<file path="config.mk">
export PLATFORM = sky130hd
export DESIGN_NAME = button_press_hold_classifier
export DESIGN_NICKNAME = d
export VERILOG_FILES = /design/src/hdl/bphc_pkg.sv /design/src/hdl/bphc_csr.sv /design/src/hdl/bphc_step.sv /design/src/hdl/button_press_hold_classifier.sv
export SDC_FILE = /design/constraint.sdc
export NUM_CORES = 1
export LEC_CHECK = 0
export BUFFER_PORTS_ARGS = -buffer_cell sky130_fd_sc_hd__buf_2
export CAP_MARGIN = 25
export CORE_MARGIN = 3
export CORE_UTILIZATION = 55
export CTS_CLUSTER_DIAMETER = 60
export DETAILED_ROUTE_END_ITERATION = 8
export PLACE_DENSITY = 0.82
export RECOVER_POWER = 25
export SLEW_MARGIN = 0
export SYNTH_ARGS = -nofsm -noshare
export SYNTH_HDL_FRONTEND = slang
export SYNTH_SLANG_ARGS = --single-unit
</file>
<file path="constraint.sdc">
create_clock -name clock -period 8.9 [get_ports clock]
set_clock_uncertainty 0.1 [all_clocks]
set_input_delay 1.335 -clock clock [delete_from_list [all_inputs] [get_ports clock]]
set_output_delay 1.335 -clock clock [all_outputs]
set_load 0.01 [all_outputs]
</file>
<file path="src/hdl/bphc_pkg.sv">
// types, constants and helpers for the button press/hold classifier
package bphc_pkg;

   localparam int CountWidth = 16;
   localparam int TickWidth  = 8;
   localparam int CfgWidth   = 8;
   localparam int PaddrWidth = 3;
   localparam int PdataWidth = 32;

   localparam logic [TickWidth-1:0] TickMax         = {TickWidth{1'b1}};
   localparam logic [CfgWidth-1:0]  PressTicksReset = 8'd10;
   localparam logic [CfgWidth-1:0]  HoldTicksReset  = 8'd20;

   localparam logic OpTick = 1'b0;
   localparam logic OpLoad = 1'b1;

   localparam logic RegPressTicks = 1'b0;
   localparam logic RegHoldTicks  = 1'b1;

   localparam logic [1:0] ModeCodeReleased = 2'd0;
   localparam logic [1:0] ModeCodePressed  = 2'd1;
   localparam logic [1:0] ModeCodeHeld     = 2'd2;

   localparam logic [1:0] EvPressed  = 2'd0;
   localparam logic [1:0] EvHeld     = 2'd1;
   localparam logic [1:0] EvReleased = 2'd2;

   typedef enum logic [2:0] {
      MODE_RELEASED = 3'b001,
      MODE_PRESSED  = 3'b010,
      MODE_HELD     = 3'b100
   } mode_type;

   typedef struct packed {
      logic                  op;
      logic                  button_level;
      logic [CountWidth-1:0] new_count;
   } req_type;

   typedef struct packed {
      logic                  event_valid;
      logic [1:0]            event_code;
      logic [1:0]            button_mode;
      logic [CountWidth-1:0] press_total;
   } rsp_type;

   typedef struct packed {
      mode_type              mode;
      logic [TickWidth-1:0]  tick_count;
      logic [CountWidth-1:0] press_count;
   } state_type;

   typedef struct packed {
      logic [CfgWidth-1:0] press_ticks;
      logic [CfgWidth-1:0] hold_ticks;
   } cfg_type;

   function automatic logic [1:0] mode_code(input mode_type m);
      logic [1:0] code;
      case (m)
         MODE_PRESSED: code = ModeCodePressed;
         MODE_HELD:    code = ModeCodeHeld;
         default:      code = ModeCodeReleased;
      endcase
      return code;
   endfunction

endpackage

</file>
<file path="src/hdl/bphc_csr.sv">
// configuration register file behind the apb-style port
module bphc_csr
   import bphc_pkg::*;
(
   input  logic                  clock,
   input  logic                  reset,
   input  logic                  psel,
   input  logic                  penable,
   input  logic                  pwrite,
   input  logic [PaddrWidth-1:0] paddr,
   input  logic [PdataWidth-1:0] pwdata,
   output logic [PdataWidth-1:0] prdata,
   output logic                  pready,
   output cfg_type               cfg
);

   cfg_type cfg_ff;
   cfg_type cfg_in;
   logic    write_en;
   logic    reg_sel;

   assign pready   = 1'b1;
   assign write_en = psel && penable && pwrite && pready;
   assign reg_sel  = paddr[2];

   always_comb begin
      cfg_in = cfg_ff;
      if (write_en) begin
         case (reg_sel)
            RegPressTicks: cfg_in.press_ticks = pwdata[CfgWidth-1:0];
            RegHoldTicks:  cfg_in.hold_ticks  = pwdata[CfgWidth-1:0];
            default:       cfg_in = cfg_ff;
         endcase
      end
   end

   always_ff @(posedge clock) begin
      if (reset) begin
         cfg_ff.press_ticks <= PressTicksReset;
         cfg_ff.hold_ticks  <= HoldTicksReset;
      end else begin
         cfg_ff <= cfg_in;
      end
   end

   always_comb begin
      case (reg_sel)
         RegPressTicks: prdata = {{(PdataWidth-CfgWidth){1'b0}}, cfg_ff.press_ticks};
         RegHoldTicks:  prdata = {{(PdataWidth-CfgWidth){1'b0}}, cfg_ff.hold_ticks};
         default:       prdata = '0;
      endcase
   end

   assign cfg = cfg_ff;

endmodule

</file>
<file path="src/hdl/bphc_step.sv">
// next-state and result logic for one transaction
module bphc_step
   import bphc_pkg::*;
(
   input  req_type   item,
   input  state_type cur,
   input  cfg_type   cfg,
   output state_type nxt,
   output rsp_type   result
);

   logic [TickWidth-1:0]  tick_inc;
   logic [CountWidth-1:0] count_inc;
   logic                  ev_valid;
   logic [1:0]            ev_code;

   assign tick_inc  = (cur.tick_count == TickMax) ? cur.tick_count
                                                  : cur.tick_count + {{(TickWidth-1){1'b0}}, 1'b1};
   assign count_inc = cur.press_count + {{(CountWidth-1){1'b0}}, 1'b1};

   always_comb begin
      nxt      = cur;
      ev_valid = 1'b0;
      ev_code  = EvPressed;
      if (item.op == OpLoad) begin
         nxt.press_count = item.new_count;
      end else begin
         case (cur.mode)
            MODE_PRESSED: begin
               nxt.tick_count = tick_inc;
               if (item.button_level) begin
                  if (tick_inc >= cfg.press_ticks) begin
                     ev_valid = 1'b1;
                     ev_code  = EvPressed;
                  end
                  nxt.mode = MODE_RELEASED;
               end else if (tick_inc >= cfg.hold_ticks) begin
                  nxt.mode        = MODE_HELD;
                  nxt.tick_count  = '0;
                  nxt.press_count = count_inc;
               end
            end
            MODE_HELD: begin
               nxt.tick_count = tick_inc;
               if (item.button_level) begin
                  ev_valid = 1'b1;
                  ev_code  = EvReleased;
                  nxt.mode = MODE_RELEASED;
               end else if (tick_inc >= cfg.hold_ticks) begin
                  ev_valid        = 1'b1;
                  ev_code         = EvHeld;
                  nxt.tick_count  = '0;
                  nxt.press_count = count_inc;
               end
            end
            default: begin
               nxt.mode = MODE_RELEASED;
               if (!item.button_level) begin
                  nxt.mode       = MODE_PRESSED;
                  nxt.tick_count = '0;
               end
            end
         endcase
      end
   end

   always_comb begin
      result.event_valid = ev_valid;
      result.event_code  = ev_code;
      result.button_mode = mode_code(nxt.mode);
      result.press_total = nxt.press_count;
   end

endmodule

</file>
<file path="src/hdl/button_press_hold_classifier.sv">
// top level of the button press/hold classifier
// Each request is one timer tick carrying an active-low button sample, or a load of
// the press count. The block keeps a released/pressed/held mode, a saturating 8-bit
// tick counter and a wrapping press count, and returns exactly one response per
// request with the event seen on that tick, the new mode and the press count.
// A request is registered on acceptance, evaluated from that register and written to
// the response register. One request is taken every cycle as long as rsp_stall
// stays low; a stalled response holds the request register and then req_stall. The
// user writes press_ticks (0x0) and hold_ticks (0x4) over the apb-style port only
// while no transaction is in flight; the block itself does not enforce it.
module button_press_hold_classifier
   import bphc_pkg::*;
(
   input  logic                  clock,
   input  logic                  reset,
   input  logic                  req_valid,
   output logic                  req_stall,
   input  req_type               req_data,
   output logic                  rsp_valid,
   input  logic                  rsp_stall,
   output rsp_type               rsp_data,
   input  logic                  psel,
   input  logic                  penable,
   input  logic                  pwrite,
   input  logic [PaddrWidth-1:0] paddr,
   input  logic [PdataWidth-1:0] pwdata,
   output logic [PdataWidth-1:0] prdata,
   output logic                  pready
);

   cfg_type   cfg;
   req_type   item_ff;
   logic      item_valid_ff;
   logic      item_valid_in;
   state_type state_ff;
   state_type state_nxt;
   rsp_type   result;
   rsp_type   rsp_ff;
   logic      rsp_valid_ff;
   logic      rsp_valid_in;
   logic      out_free;
   logic      advance;
   logic      take;

   bphc_csr u_csr (
      .clock   (clock),
      .reset   (reset),
      .psel    (psel),
      .penable (penable),
      .pwrite  (pwrite),
      .paddr   (paddr),
      .pwdata  (pwdata),
      .prdata  (prdata),
      .pready  (pready),
      .cfg     (cfg)
   );

   bphc_step u_step (
      .item   (item_ff),
      .cur    (state_ff),
      .cfg    (cfg),
      .nxt    (state_nxt),
      .result (result)
   );

   assign out_free  = !rsp_valid_ff || !rsp_stall;
   assign advance   = item_valid_ff && out_free;
   assign req_stall = item_valid_ff && !out_free;
   assign take      = req_valid && !req_stall;

   assign item_valid_in = take || (item_valid_ff && !advance);
   assign rsp_valid_in  = advance || (rsp_valid_ff && rsp_stall);

   always_ff @(posedge clock) begin
      if (reset) begin
         item_valid_ff        <= 1'b0;
         rsp_valid_ff         <= 1'b0;
         state_ff.mode        <= MODE_RELEASED;
         state_ff.tick_count  <= '0;
         state_ff.press_count <= '0;
      end else begin
         item_valid_ff <= item_valid_in;
         rsp_valid_ff  <= rsp_valid_in;
         if (advance) begin
            state_ff <= state_nxt;
         end
      end
   end

   always_ff @(posedge clock) begin
      if (take) begin
         item_ff <= req_data;
      end
      if (advance) begin
         rsp_ff <= result;
      end
   end

   assign rsp_valid = rsp_valid_ff;
   assign rsp_data  = rsp_ff;

endmodule

</file>
==> flow_metrics.py <==
metrics = {
    "status": {
        "status": "finished, violations left",
        "failed_checks": "max-capacitance violations, max-slew violations",
    },
    "place": {
        "place_area_mm2": 0.004862,
        "place_worst_setup_slack_ps": 5088,
        "dp_hpwl_um": 6888,
        "port_buffers": 64,
        "routabilityCongestion": 0.8456,
    },
    "setup_path": {
        "path_class": "reg -> reg",
        "worst-r2r-cell-count": 10,
        "end_kind": "flip-flop",
        "cp_slowest_cell": "o311ai_4",
        "crit_required_ps": 9050,
        "worstSetupPathDepth": 10,
        "path_max_fanout": 18,
        "critical_path.endpoint": "state_ff[8]",
        "crit_path_start_kind": "flip-flop",
        "worstReg2RegEnd": "state_ff[8]",
        "crit_chain": "ha_1 > a31oi_1 > nand3_1 > xnor2_1 > ha_1 > nand4_1 > o311ai_4 > nand2_1 > or4b_1 > a31oi_1",
        "worstSetupStartpoint": "state_ff[16]",
        "worstPathArrival_ps": 4020,
        "rr_startpoint": "state_ff[16]",
        "r2r_slack_ps": 5030,
        "path_delay_family": "compound AO/OA/AOI/OAI gates",
        "max_stage_delay_ps": 820,
        "cp_num_buf_inv": 0,
    },
    "sta": {
        "layout_setup_ws_ps": 5031,
        "period_minus_slack_ps": 3869,
        "final.setup.tns_ps": 0,
        "slew_viol_final": 41,
        "worst_pin_slew_ps": 1948,
        "max_freq_mhz": 258.5,
        "setup_viol": 0,
        "max-slew-margin-rel": -0.2987,
        "finalHoldViolations": 0,
        "min_period_over_period": 0.4347,
        "rsz0062_at_grt": "false",
    },
    "clock_tree": {
        "cts.clk_slew.worst_paths_ps": 90,
        "cts_hold_buf": 0,
        "cts_max_path_buffers": 2,
        "clk_latency_ps": 360,
        "cts_max_level": 3,
        "cts_resized": 0,
        "root_buffer": "clkbuf_8",
        "cts_made_buffers": 9,
        "cts_setup_buffers": 0,
        "cts_tree": "done",
        "clock_sinks": 84,
    },
    "detailed_routing": {
        "routed_wl_um": 9855,
        "route.detailed.drc": 0,
        "drtAntennaViolNets": 0,
        "post_drt_wl_per_cell_um": 15.12,
        "vias_per_cell": 5.713,
        "vias": 3725,
        "drtPass1Iterations": 5,
        "drtIter0Drc": 275,
    },
    "logic_synthesis": {
        "yosysWarnings": 0,
        "postSynthCellCount": 490,
        "synth_most_common_cell": "nand2_1",
        "netlist_area_mm2": 0.004574,
        "synth_top_area_cell": "edfxtp_1",
        "synth_top_area_share": 0.2560,
        "ys.flop_type": "dfxtp_1",
        "yosys-top-cells-count": "nand2_1, dfxtp_1, nor2_1",
        "avgSynthCellArea_um2": 9.335,
        "synth_edf_count": 39,
        "ys_seq_area_frac": 0.4530,
        "ys_async_sr_fraction": 0,
        "synth_area_leaders": "edfxtp_1, dfxtp_1, ha_1",
        "synth_cell_types": 60,
        "synth-seq-cells": 84,
    },
    "power_and_ir_drop": {
        "p_leak_nw": 1.980,
        "p_switching_uw": 192.8,
        "clock_power_share": 0.341,
        "switching_share": 0.2496,
        "power_frac_comb": 0.098,
        "p_int_uw": 579.7,
        "pwr_density_cell_mw_per_mm2": 153.2,
        "vdd_ir_drop_max_uv": 88.03,
        "pwr-share-seq": 0.561,
    },
    "global_routing": {
        "antenna_found_initial": 0,
        "track_usage": 0.2103,
        "grt_start_max_net_pins": 43,
        "grt_pass1_wl_um": 16440,
        "grt_overflow_total": 0,
        "grt_pass1_vias": 3560,
    },
    "hold_path": {
        "hold_class": "reg -> reg",
    },
    "die": {
        "dieArea_mm2": 0.009447,
        "io_pins": 116,
        "design.core.area_mm2": 0.007888,
        "fp.dieW_um": 97.20,
        "start_util": 0.5799,
        "die_h_um": 97.20,
        "num_rows": 32,
    },
    "cells_and_area": {
        "design_area_mm2": 0.005041,
        "nets": 623,
        "drive_gt1_frac": 0.1709,
        "areaGrowthSynthToFinish_pct": 10.20,
        "diodes": 0,
    },
    "flow_run": {
        "maxCapViolations": 1,
    },
}
-- worst register-to-register path, delay by kind of cell, from the launching register on --
kind	cells	cell delay, ps
flip-flops	1	350
AND/OR/NAND/NOR	4	1180
AO/OA/AOI/OAI	3	1370
adder cells (fa/ha/maj)	2	570
XOR/XNOR	1	190
-- power by group through the flow --
stage	Sequential, mW	Combinational (mW)	Clock (mW)
3_3_place_gp	0.441	0.0728	0
5_1_grt	0.436	0.0839	0.287
3_5_place_dp	0.442	0.0751	0
2_1_floorplan	0.441	0.0574	0
6_report	0.433	0.0759	0.263
4_1_cts	0.433	0.0758	0.268
-- flip-flops by register name, indices dropped and copies added (netlist names) --
register	count
rsp_data	21
item_valid_ff	1
u_csr.cfg	16
rsp_valid	1
item_ff	18
state_ff	27
-- how the worst min path moves through the flow --
stage	cells past startpoint	slack, ps	endpoint	from
6_report	2	390	u_csr.cfg[1]	u_csr.cfg[1]
5_1_grt	2	410	u_csr.cfg[1]	u_csr.cfg[1]
4_1_cts	2	390	u_csr.cfg[3]	u_csr.cfg[3]
3_5_place_dp	2	380	u_csr.cfg[3]	u_csr.cfg[3]
3_3_place_gp	2	360	rsp_valid	item_valid_ff
2_1_floorplan	2	350	u_csr.cfg[1]	u_csr.cfg[1]
-- cell type report --
type	instances	area, um2
clock buffers	12	135.1
clock inverters	4	50.05
fillers	666	2846
inverters	26	97.59
multi-input cells	357	2222
flip-flops and latches	84	2072
well taps	102	127.6
repair buffers	67	336.6
-- layer usage --
metal / wire length (um) / global-route usage / up-vias
met5: 0 / 0 / -
met4: 123 / 0.06695 / 0
met3: 545 / 0.03948 / 15
met2: 5118 / 0.3731 / 127
met1: 4067 / 0.2571 / 1764
li1: - / - / 1819
-- cells by family after synthesis --
| group | share of synthesized area |
|---|---|
| AO/OA/AOI/OAI | 0.1737 |
| buffers and inverters | 0.08014 |
| multiplexers | 0.03173 |
| flip-flops | 0.4530 |
| other | 0.001642 |
| XOR/XNOR | 0.03255 |
| adder cells (fa/ha/maj) | 0.04924 |
| AND/OR/NAND/NOR | 0.1781 |
-- placed cells by master, fill, tap and decap left out, drive strengths merged, types with 3 or more instances in the layout --
cell / count
conb: 25
mux2i: 10
nand2b: 5
a21oi: 31
a22oi: 3
o22ai: 4
a21o: 5
a2111oi: 3
nor3: 6
xnor2: 11
inv: 26
nand4: 10
a22o: 5
edfxtp: 39
clkbuf: 15
mux2: 4
nor2: 45
a211o: 4
and2: 3
buf: 64
and3: 4
or2: 3
a211oi: 4
ha: 18
nand2: 54
o21ai: 23
o21a: 4
xor2: 6
or4: 4
nand3: 23
dfxtp: 45
nor4: 3
a31oi: 8
-- metrics by stage --
step | utilization | cells | hold slack (ps) | total power [mW]
floorplan | - | 513 | 349.6 | 0.4984
global placement | 0.6164 | 636 | 359.5 | 0.5139
detailed placement | 0.6164 | 636 | 376.0 | 0.5171
CTS | 0.6399 | 652 | 386.2 | 0.7765
global route | 0.6391 | 652 | 409.2 | 0.8068
finish | 0.6391 | 652 | 391.1 | 0.7725
Power figures use the tool's default switching activity.
